`src/sv/mlr_pkg.sv`:
```
// ----------------------------------------------------------------------------
// mlr_pkg
// Shared types and constants for the midpoint line rasterizer.
// ----------------------------------------------------------------------------
`default_nettype none

package mlr_pkg;

  localparam int CoordBits = 10;
  localparam int ColorBits = 4;
  // decision stays within +/- 2*major_delta, plus sign and headroom
  localparam int DecBits   = CoordBits + 3;

  localparam logic [ColorBits-1:0] ColorReset = ColorBits'(3);

  typedef enum logic {
    ModeStart   = 1'b0,
    ModeAdvance = 1'b1
  } mode_e;

  typedef struct packed {
    mode_e                mode;
    logic [CoordBits-1:0] x_start;
    logic [CoordBits-1:0] y_start;
    logic [CoordBits-1:0] x_end;
    logic [CoordBits-1:0] y_end;
  } line_item_t;

  typedef struct packed {
    logic                 pixel_valid;
    logic [CoordBits-1:0] pixel_x;
    logic [CoordBits-1:0] pixel_y;
    logic [ColorBits-1:0] pixel_color;
    logic                 last_pixel;
  } pixel_t;

  typedef struct packed {
    logic active;
  } walk_status_t;

endpackage

`default_nettype wire

```
`src/sv/mlr_walk.sv`:
```
// ----------------------------------------------------------------------------
// mlr_walk
// Line walk state and next-pixel logic: setup on start, one step per advance while a line is active.
// ----------------------------------------------------------------------------
`default_nettype none

module mlr_walk (
  input  wire logic                         clk_i,
  input  wire logic                         rst_ni,
  input  wire logic                         step_i,
  input  wire mlr_pkg::line_item_t          item_i,
  input  wire logic [mlr_pkg::ColorBits-1:0] color_i,
  output mlr_pkg::pixel_t                   pixel_o,
  output mlr_pkg::walk_status_t             status_o
);

  localparam int CB  = mlr_pkg::CoordBits;
  localparam int DB  = mlr_pkg::DecBits;
  localparam int Pad = DB - CB;

  logic [CB-1:0]        col_q, col_d;
  logic [CB-1:0]        row_q, row_d;
  logic signed [DB-1:0] dec_q, dec_d;
  logic [CB-1:0]        steps_q, steps_d;
  logic [CB-1:0]        major_q, major_d;
  logic [CB-1:0]        minor_q, minor_d;
  logic                 steep_q, steep_d;
  logic                 down_q, down_d;
  logic                 active_q, active_d;

  // setup terms
  logic [CB-1:0] adx, ady, sx, sy, fx, fy, s_major, s_minor;
  logic          s_steep, s_swap, s_down;
  // walk terms
  logic          diag;
  logic [CB-1:0] maj_pos, min_pos, maj_nxt, min_nxt;

  always_comb begin
    adx     = (item_i.x_start > item_i.x_end) ? item_i.x_start - item_i.x_end
                                              : item_i.x_end - item_i.x_start;
    ady     = (item_i.y_start > item_i.y_end) ? item_i.y_start - item_i.y_end
                                              : item_i.y_end - item_i.y_start;
    s_steep = (ady >= adx);
    s_swap  = s_steep ? (item_i.y_end < item_i.y_start) : (item_i.x_end < item_i.x_start);
    sx      = s_swap ? item_i.x_end   : item_i.x_start;
    sy      = s_swap ? item_i.y_end   : item_i.y_start;
    fx      = s_swap ? item_i.x_start : item_i.x_end;
    fy      = s_swap ? item_i.y_start : item_i.y_end;
    s_major = s_steep ? ady : adx;
    s_minor = s_steep ? adx : ady;
    s_down  = s_steep ? (fx < sx) : (fy < sy);

    // shallow lines stay straight on a tie, steep lines go diagonal
    diag    = steep_q ? (dec_q[DB-1] || (dec_q == '0)) : dec_q[DB-1];
    maj_pos = steep_q ? row_q : col_q;
    min_pos = steep_q ? col_q : row_q;
    maj_nxt = maj_pos + CB'(1);
    min_nxt = !diag ? min_pos : (down_q ? min_pos - CB'(1) : min_pos + CB'(1));
  end

  always_comb begin
    col_d    = col_q;
    row_d    = row_q;
    dec_d    = dec_q;
    steps_d  = steps_q;
    major_d  = major_q;
    minor_d  = minor_q;
    steep_d  = steep_q;
    down_d   = down_q;
    active_d = active_q;
    pixel_o  = '0;

    if (item_i.mode == mlr_pkg::ModeStart) begin
      col_d    = sx;
      row_d    = sy;
      major_d  = s_major;
      minor_d  = s_minor;
      steep_d  = s_steep;
      down_d   = s_down;
      steps_d  = s_major;
      active_d = (s_major != '0);
      dec_d    = $signed({{Pad{1'b0}}, s_major}) - $signed({{(Pad-1){1'b0}}, s_minor, 1'b0});
      pixel_o.pixel_valid = 1'b1;
      pixel_o.pixel_x     = sx;
      pixel_o.pixel_y     = sy;
      pixel_o.pixel_color = color_i;
      pixel_o.last_pixel  = (s_major == '0);
    end else if (active_q) begin
      col_d    = steep_q ? min_nxt : maj_nxt;
      row_d    = steep_q ? maj_nxt : min_nxt;
      steps_d  = steps_q - CB'(1);
      active_d = (steps_q != CB'(1));
      if (diag) begin
        dec_d = dec_q + $signed({{(Pad-1){1'b0}}, major_q - minor_q, 1'b0});
      end else begin
        dec_d = dec_q - $signed({{(Pad-1){1'b0}}, minor_q, 1'b0});
      end
      pixel_o.pixel_valid = 1'b1;
      pixel_o.pixel_x     = col_d;
      pixel_o.pixel_y     = row_d;
      pixel_o.pixel_color = color_i;
      pixel_o.last_pixel  = (steps_q == CB'(1));
    end
  end

  always_ff @(posedge clk_i or negedge rst_ni) begin
    if (!rst_ni) begin
      col_q    <= '0;
      row_q    <= '0;
      dec_q    <= '0;
      steps_q  <= '0;
      major_q  <= '0;
      minor_q  <= '0;
      steep_q  <= 1'b0;
      down_q   <= 1'b0;
      active_q <= 1'b0;
    end else if (step_i) begin
      col_q    <= col_d;
      row_q    <= row_d;
      dec_q    <= dec_d;
      steps_q  <= steps_d;
      major_q  <= major_d;
      minor_q  <= minor_d;
      steep_q  <= steep_d;
      down_q   <= down_d;
      active_q <= active_d;
    end
  end

  assign status_o.active = active_q;

endmodule

`default_nettype wire

```
`src/sv/midpoint_line_rasterizer.sv`:
```
// ----------------------------------------------------------------------------
// midpoint_line_rasterizer
// Integer midpoint line walker, one pixel per item, all four slope cases.
// ----------------------------------------------------------------------------
// A start item loads two endpoints and returns the first pixel; each advance
// item returns the next pixel, with last_pixel set on the far endpoint and an
// all-zero result once the line is done. The walk state advances at the edge
// the item is accepted and its pixel lands in the output register, so results
// appear in the cycle after acceptance and a new item is accepted every cycle
// while that register is empty or being drained.
// The color register, set over the cfg channel, is sampled when an item is accepted.
`default_nettype none

module midpoint_line_rasterizer (
  input  wire logic                          clk_i,
  input  wire logic                          rst_ni,
  input  wire logic                          cfg_valid_i,
  output      logic                          cfg_ready_o,
  input  wire logic [mlr_pkg::ColorBits-1:0] cfg_data_i,
  input  wire logic                          in_valid_i,
  output      logic                          in_ready_o,
  input  wire mlr_pkg::line_item_t           in_data_i,
  output      logic                          out_valid_o,
  input  wire logic                          out_ready_i,
  output      mlr_pkg::pixel_t               out_data_o
);

  logic [mlr_pkg::ColorBits-1:0] color_q;
  logic                          out_valid_q, out_valid_d;
  mlr_pkg::pixel_t               out_data_q;
  mlr_pkg::pixel_t               pixel;
  mlr_pkg::walk_status_t         status;
  logic                          in_accept;

  assign cfg_ready_o = 1'b1;
  assign in_ready_o  = !out_valid_q || out_ready_i;
  assign in_accept   = in_valid_i && in_ready_o;

  mlr_walk u_walk (
    .clk_i    (clk_i),
    .rst_ni   (rst_ni),
    .step_i   (in_accept),
    .item_i   (in_data_i),
    .color_i  (color_q),
    .pixel_o  (pixel),
    .status_o (status)
  );

  always_ff @(posedge clk_i or negedge rst_ni) begin
    if (!rst_ni) begin
      color_q <= mlr_pkg::ColorReset;
    end else if (cfg_valid_i && cfg_ready_o) begin
      color_q <= cfg_data_i;
    end
  end

  always_comb begin
    out_valid_d = out_valid_q;
    if (in_accept) begin
      out_valid_d = 1'b1;
    end else if (out_ready_i) begin
      out_valid_d = 1'b0;
    end
  end

  always_ff @(posedge clk_i or negedge rst_ni) begin
    if (!rst_ni) begin
      out_valid_q <= 1'b0;
    end else begin
      out_valid_q <= out_valid_d;
    end
  end

  always_ff @(posedge clk_i) begin
    if (in_accept) begin
      out_data_q <= pixel;
    end
  end

  assign out_valid_o = out_valid_q;
  assign out_data_o  = out_data_q;

  // start item always yields a drawn pixel
  a_start_draws: assert property (@(posedge clk_i) disable iff (!rst_ni)
    in_accept && (in_data_i.mode == mlr_pkg::ModeStart)
    |=> out_valid_o && out_data_o.pixel_valid)
    else $error("start item did not produce a pixel");

  // final endpoint ends the walk
  a_last_ends: assert property (@(posedge clk_i) disable iff (!rst_ni)
    $past(in_accept) && out_data_o.last_pixel |-> !status.active)
    else $error("walk still active after last pixel");

  // advance with no line in progress gives an empty result
  a_idle_empty: assert property (@(posedge clk_i) disable iff (!rst_ni)
    in_accept && (in_data_i.mode == mlr_pkg::ModeAdvance) && !status.active
    |=> !out_data_o.pixel_valid && !out_data_o.last_pixel)
    else $error("pixel emitted with no active line");

endmodule

`default_nettype wire

```
`config.mk`:
```
export PLATFORM = sky130hd
export DESIGN_NAME = midpoint_line_rasterizer
export DESIGN_NICKNAME = d
export VERILOG_FILES = /design/src/sv/mlr_pkg.sv /design/src/sv/mlr_walk.sv /design/src/sv/midpoint_line_rasterizer.sv
export SDC_FILE = /design/constraint.sdc
export NUM_CORES = 1
export LEC_CHECK = 0
export BUFFER_PORTS_ARGS = -buffer_cell sky130_fd_sc_hd__buf_2
export CAP_MARGIN = 20
export CORE_MARGIN = 3
export CORE_UTILIZATION = 55
export CTS_CLUSTER_DIAMETER = 120
export DETAILED_ROUTE_END_ITERATION = 8
export PLACE_DENSITY_LB_ADDON = 0.15
export SLEW_MARGIN = 20
export SYNTH_ARGS = -nofsm -noshare
export SYNTH_HDL_FRONTEND = slang
export SYNTH_SLANG_ARGS = --single-unit
```
`constraint.sdc`:
```
create_clock -name clk_i -period 8.9 [get_ports clk_i]
set_input_delay 0.89 -clock clk_i [delete_from_list [all_inputs] [get_ports clk_i]]
set_output_delay 0.89 -clock clk_i [all_outputs]
set_load 0.005 [all_outputs]
```
==> reports/summary.md <==
The run finished with clean final reports. In the final layout, flip-flops and latches occupy 2560 sq um. For the worst setup path, the data required time is 9.16 ns. Synthesis produced a netlist whose cell count is 1176. The tools report the portion of total power attributed to combinational logic as 71.8%. The analysis attributes to cell leakage a power of 4.878 nW. The most used flip-flop cell after synthesis is sky130_fd_sc_hd__dfrtp_1. From bottom edge to top edge, the die measures 137.8 microns. The run gives 0.9503 ns as the final critical-path setup slack. STA classifies the critical path endpoint as a flop.

The run gives 7738 as the number of global-route vias before repair. Number of design-rule violations left by the first detailed-router iteration: 604. At the worst endpoint, the arrival time is 8.21 ns. The logs give 19610 microns for the HPWL after detailed placement and 79 for the boundary pin count.

The final layout contains 1370 nets. The CTS H-tree depth is 3, and the TritonCTS buffer count is 9. The clock skew was 0.009602 ns; the area growth from synthesis to layout was 8.873%.

Across the run, the number of max-cap violations was 0. Of the cells placed in the final design, the portion with a size suffix greater than 1 is 12.95%. In this run the core area contains 47 standard-cell rows. The width of the chip was 137.8 microns; the proportion of register bits with asynchronous set or reset after synthesis was 73.20%.

Per report_power, the clock group accounts for 9.4% of the total. After layout, the worst path uses 89.32% of the clock period. The tools report the die area as 19000 sq um.

The logs give 9560 sq um for the combined area of all synthesized cells and 0 for the total congestion overflow after global routing. Initial antenna violation count: 1. The register area share after synthesis was 26.78%. The run gives 27.23% as the all-layer global routing usage. After clock tree synthesis, the clock-pin slew on the worst setup and hold paths is 0.07 ns. The final critical delay including setup and external delays was 7.950 ns. After detailed routing, the number of remaining DRC violations is 0. The biggest cell delay along the critical path was 0.69 ns.

The maximum operating frequency is 125.8 MHz, and the filler cell count in the final layout is 1562. For the power dissipated by switching net loads, the log shows 2.193 mW. The tree is rooted in a sky130_fd_sc_hd__clkbuf_16.

The number of setup buffers added after CTS is 0. Power spread over the standard cell area amounts to 421.6 nW/um^2. The setup path with the least slack is of type in2reg.

Counting flops with a built-in enable in the synthesized netlist gives 26. The tools report the final core utilization as 61.89%. The actual transition at the worst max-transition pin works out to 0.9653 ns.

TritonCTS built the clock tree. The detail route stage leaves a number of antenna-violating nets equal to 0. The tree built by TritonCTS fans out to 97 sinks.

The slowest stage of the critical path is the sky130_fd_sc_hd__a21oi_4 cell. The via total after detailed routing is 8623, and the core outline area is 16820 sq um. The routed length per placed instance was 17.64 microns; the internal cell power was 2.195 mW. The worst-path maximum fanout was 26. The post-synthesis net count came out at 1323. Total power for the finished layout comes to 4.389 mW. The post-synthesis average cell area came out at 8.130 sq um. Entering global routing, the biggest net connects 81 pins. The pre-antenna-repair detailed-routing pass consisted of 7 iterations. The tools report the multi-input gate area in the final layout as 6356 sq um. Input and output buffers added on the ports amount to 77.

Final max-slew violation count: 0. The global-route wire length before repair was 40510 microns; the number of synthesized register bits was 97. The run gives 18.8% as the sequential cell fraction of total power. Setup repair after global routing left no endpoint under its margin. The total of endpoints with negative setup slack in the final report was 0; the number of library cell types mapped by synthesis was 80.

Count of final hold-check violations: 0. Yosys printed 0 warnings. The path class of the tightest hold or removal check is reg2reg.

Clock latency on the worst-skew pair, taken at its later pin, is 0.36 ns. In the routed layout, each cell is associated on average with a via count of 5.955. Measured against its own limit, the worst slew margin works out to 35.65%. The tools report the wire length after detailed routing as 25550 microns.

No sink is reached through more buffers than the 2 on the longest clock path. For the final routed database, the setup TNS stands at 0 ns. The number of hold buffers added after CTS was 0.

The global placement routability congestion is 0.9607, and the largest vdd supply drop is 201.0 uV. Net switching is 49.97% of the power. OpenSTA, run right after detailed placement, puts the worst setup slack at 0.3958 ns. The effective utilization at floorplan came out at 56.84%.

0 antenna diodes ended up in the layout. Sort of element at the start of the critical path: an input port.
## per-stage QoR
step	std cells	instance area, sq um	hold slack, ns
2_1_floorplan	1176	9560	0.4471
3_3_place_gp	1432	10090	0.4700
3_5_place_dp	1432	10090	0.4732
4_1_cts	1448	10410	0.4899
5_1_grt	1448	10410	0.5043
6_report	1448	10410	0.4927
## synth_stat cells, types with 8 or more instances
cell,number,area (sq um)
sky130_fd_sc_hd__nor2_1,81,304.0
sky130_fd_sc_hd__o21ai_0,106,530.5
sky130_fd_sc_hd__nor3_1,18,90.09
sky130_fd_sc_hd__a21o_1,26,195.2
sky130_fd_sc_hd__nand3_1,19,95.09
sky130_fd_sc_hd__dfrtp_1,69,1727
sky130_fd_sc_hd__o22ai_1,14,87.58
sky130_fd_sc_hd__nand4_1,12,75.07
sky130_fd_sc_hd__a211oi_1,13,97.59
sky130_fd_sc_hd__xor2_1,15,131.4
sky130_fd_sc_hd__clkbuf_1,35,131.4
sky130_fd_sc_hd__xnor2_1,53,464.2
sky130_fd_sc_hd__mux2i_1,55,550.5
sky130_fd_sc_hd__a21oi_1,82,410.4
sky130_fd_sc_hd__o21bai_1,11,82.58
sky130_fd_sc_hd__nand2b_1,10,62.56
sky130_fd_sc_hd__mux2_2,23,259.0
sky130_fd_sc_hd__edfxtp_1,26,780.8
sky130_fd_sc_hd__nor4_1,11,68.82
sky130_fd_sc_hd__inv_1,109,409.1
sky130_fd_sc_hd__buf_2,11,55.05
sky130_fd_sc_hd__and2_1,8,50.05
sky130_fd_sc_hd__fa_1,8,160.2
sky130_fd_sc_hd__ha_1,89,1114
sky130_fd_sc_hd__nand2_1,143,536.8
sky130_fd_sc_hd__o31ai_1,8,60.06
## critical path, delay by kind of cell
kind	cells	cell delay (ns)
AOI/OAI and AO/OA	17	4.12
adders and majority gates	4	1.22
muxes	2	0.69
and+or+nand+nor	5	0.64
buffers and inverters	4	0.36
xor gates and xnor gates	1	0.29
## path summary, 6_finish.rpt
path	startpoint	to	slack (ns)	cells after the start
hold / removal	u_walk.major_q[4]$_DFFE_PN0P_	u_walk.major_q[4]$_DFFE_PN0P_	0.49	2
setup reg to reg	u_walk.steep_q$_DFFE_PN0P_	u_walk.dec_q[11]$_DFFE_PN0P_	3.85	20
hold reg to reg	u_walk.major_q[4]$_DFFE_PN0P_	u_walk.major_q[4]$_DFFE_PN0P_	0.49	2
max in group asynchronous	rst_ni	u_walk.row_q[2]$_DFFE_PN0P_	7.59	1
min in group asynchronous	rst_ni	u_walk.steps_q[6]$_DFFE_PN0P_	0.68	1
setup / recovery	in_data_i[17]	u_walk.dec_q[8]$_DFFE_PN0P_	0.95	33
## cell families after synthesis
logic type | Yosys count | share of synthesized area (%)
other | 1 | 0.03922
AO/OA/AOI/OAI | 331 | 21.97
XOR/XNOR | 69 | 6.400
buffers and inverters | 165 | 6.858
multiplexers | 79 | 8.585
adder cells (fa/ha/maj) | 101 | 13.74
AND/OR/NAND/NOR | 333 | 15.63
flip-flops | 97 | 26.78
## final cells by class
type | instances | area share, %
tap | 220 | 2.645
sequential | 97 | 24.59
multi-input combinational | 914 | 61.07
inverter | 110 | 3.967
clock buffer | 9 | 2.164
timing repair buffer | 91 | 4.736
clock inverter | 7 | 0.8294
## placed cells by master (no fill, tap or decap), types with 8 or more instances in the layout
master	synthesis	final
sky130_fd_sc_hd__ha_1	89	89
sky130_fd_sc_hd__inv_1	109	109
sky130_fd_sc_hd__buf_4	6	15
sky130_fd_sc_hd__clkbuf_16	0	9
sky130_fd_sc_hd__a211oi_1	13	13
sky130_fd_sc_hd__a21oi_1	82	82
sky130_fd_sc_hd__edfxtp_1	26	26
sky130_fd_sc_hd__nor3_1	18	18
sky130_fd_sc_hd__fa_1	8	8
sky130_fd_sc_hd__nand2_1	143	143
sky130_fd_sc_hd__mux2_2	23	23
sky130_fd_sc_hd__o31ai_1	8	8
sky130_fd_sc_hd__a21o_1	26	26
sky130_fd_sc_hd__buf_2	11	76
sky130_fd_sc_hd__dfrtp_1	69	69
sky130_fd_sc_hd__o22ai_1	14	14
sky130_fd_sc_hd__o21bai_1	11	11
sky130_fd_sc_hd__nor4_1	11	11
sky130_fd_sc_hd__nand4_1	12	12
sky130_fd_sc_hd__xnor2_1	53	53
sky130_fd_sc_hd__nor2_1	81	80
sky130_fd_sc_hd__mux2i_1	55	55
sky130_fd_sc_hd__nand3_1	19	19
sky130_fd_sc_hd__and2_1	8	8
sky130_fd_sc_hd__xor2_1	15	15
sky130_fd_sc_hd__nand2b_1	10	10
sky130_fd_sc_hd__o21ai_0	106	106
## timing repair
| item | 4_1_cts | 5_1_grt |
|---|---|---|
| gates resized for setup | 0 | 1 |
| setup endpoints to repair | 0 | 1 |
| hold endpoints to repair | 0 | 0 |
## state kept, by name (all words and copies together) (netlist names)
signal,flops
u_walk.row_q,10
u_walk.minor_q,10
u_walk.major_q,10
u_walk.steps_q,10
out_valid_o,1
u_walk.dec_q,13
u_walk.col_q,10
u_walk.down_q,1
out_data_o,26
u_walk.status_o,1
color_q,4
u_walk.steep_q,1
## power groups by stage
stage / Clock (mW) / Combinational [mW] / Sequential (mW)
3_5_place_dp: 0 / 3.10 / 0.827
4_1_cts: 0.417 / 3.13 / 0.819
6_report: 0.413 / 3.15 / 0.824
2_1_floorplan: 0 / 2.41 / 0.778
5_1_grt: 0.432 / 3.51 / 0.846
3_3_place_gp: 0 / 3.06 / 0.822
## metal layers
metal  vias to the layer above  global-route usage, %  share of wire, %
li1                       4239                      -                 -
met1                      4088                  39.82                48
met2                       266                  42.76                45
met3                        28                  3.433               5.7
met4                         2                  6.861               1.7
met5                         -                      0             0.047
(Power assumes the default switching activity.)
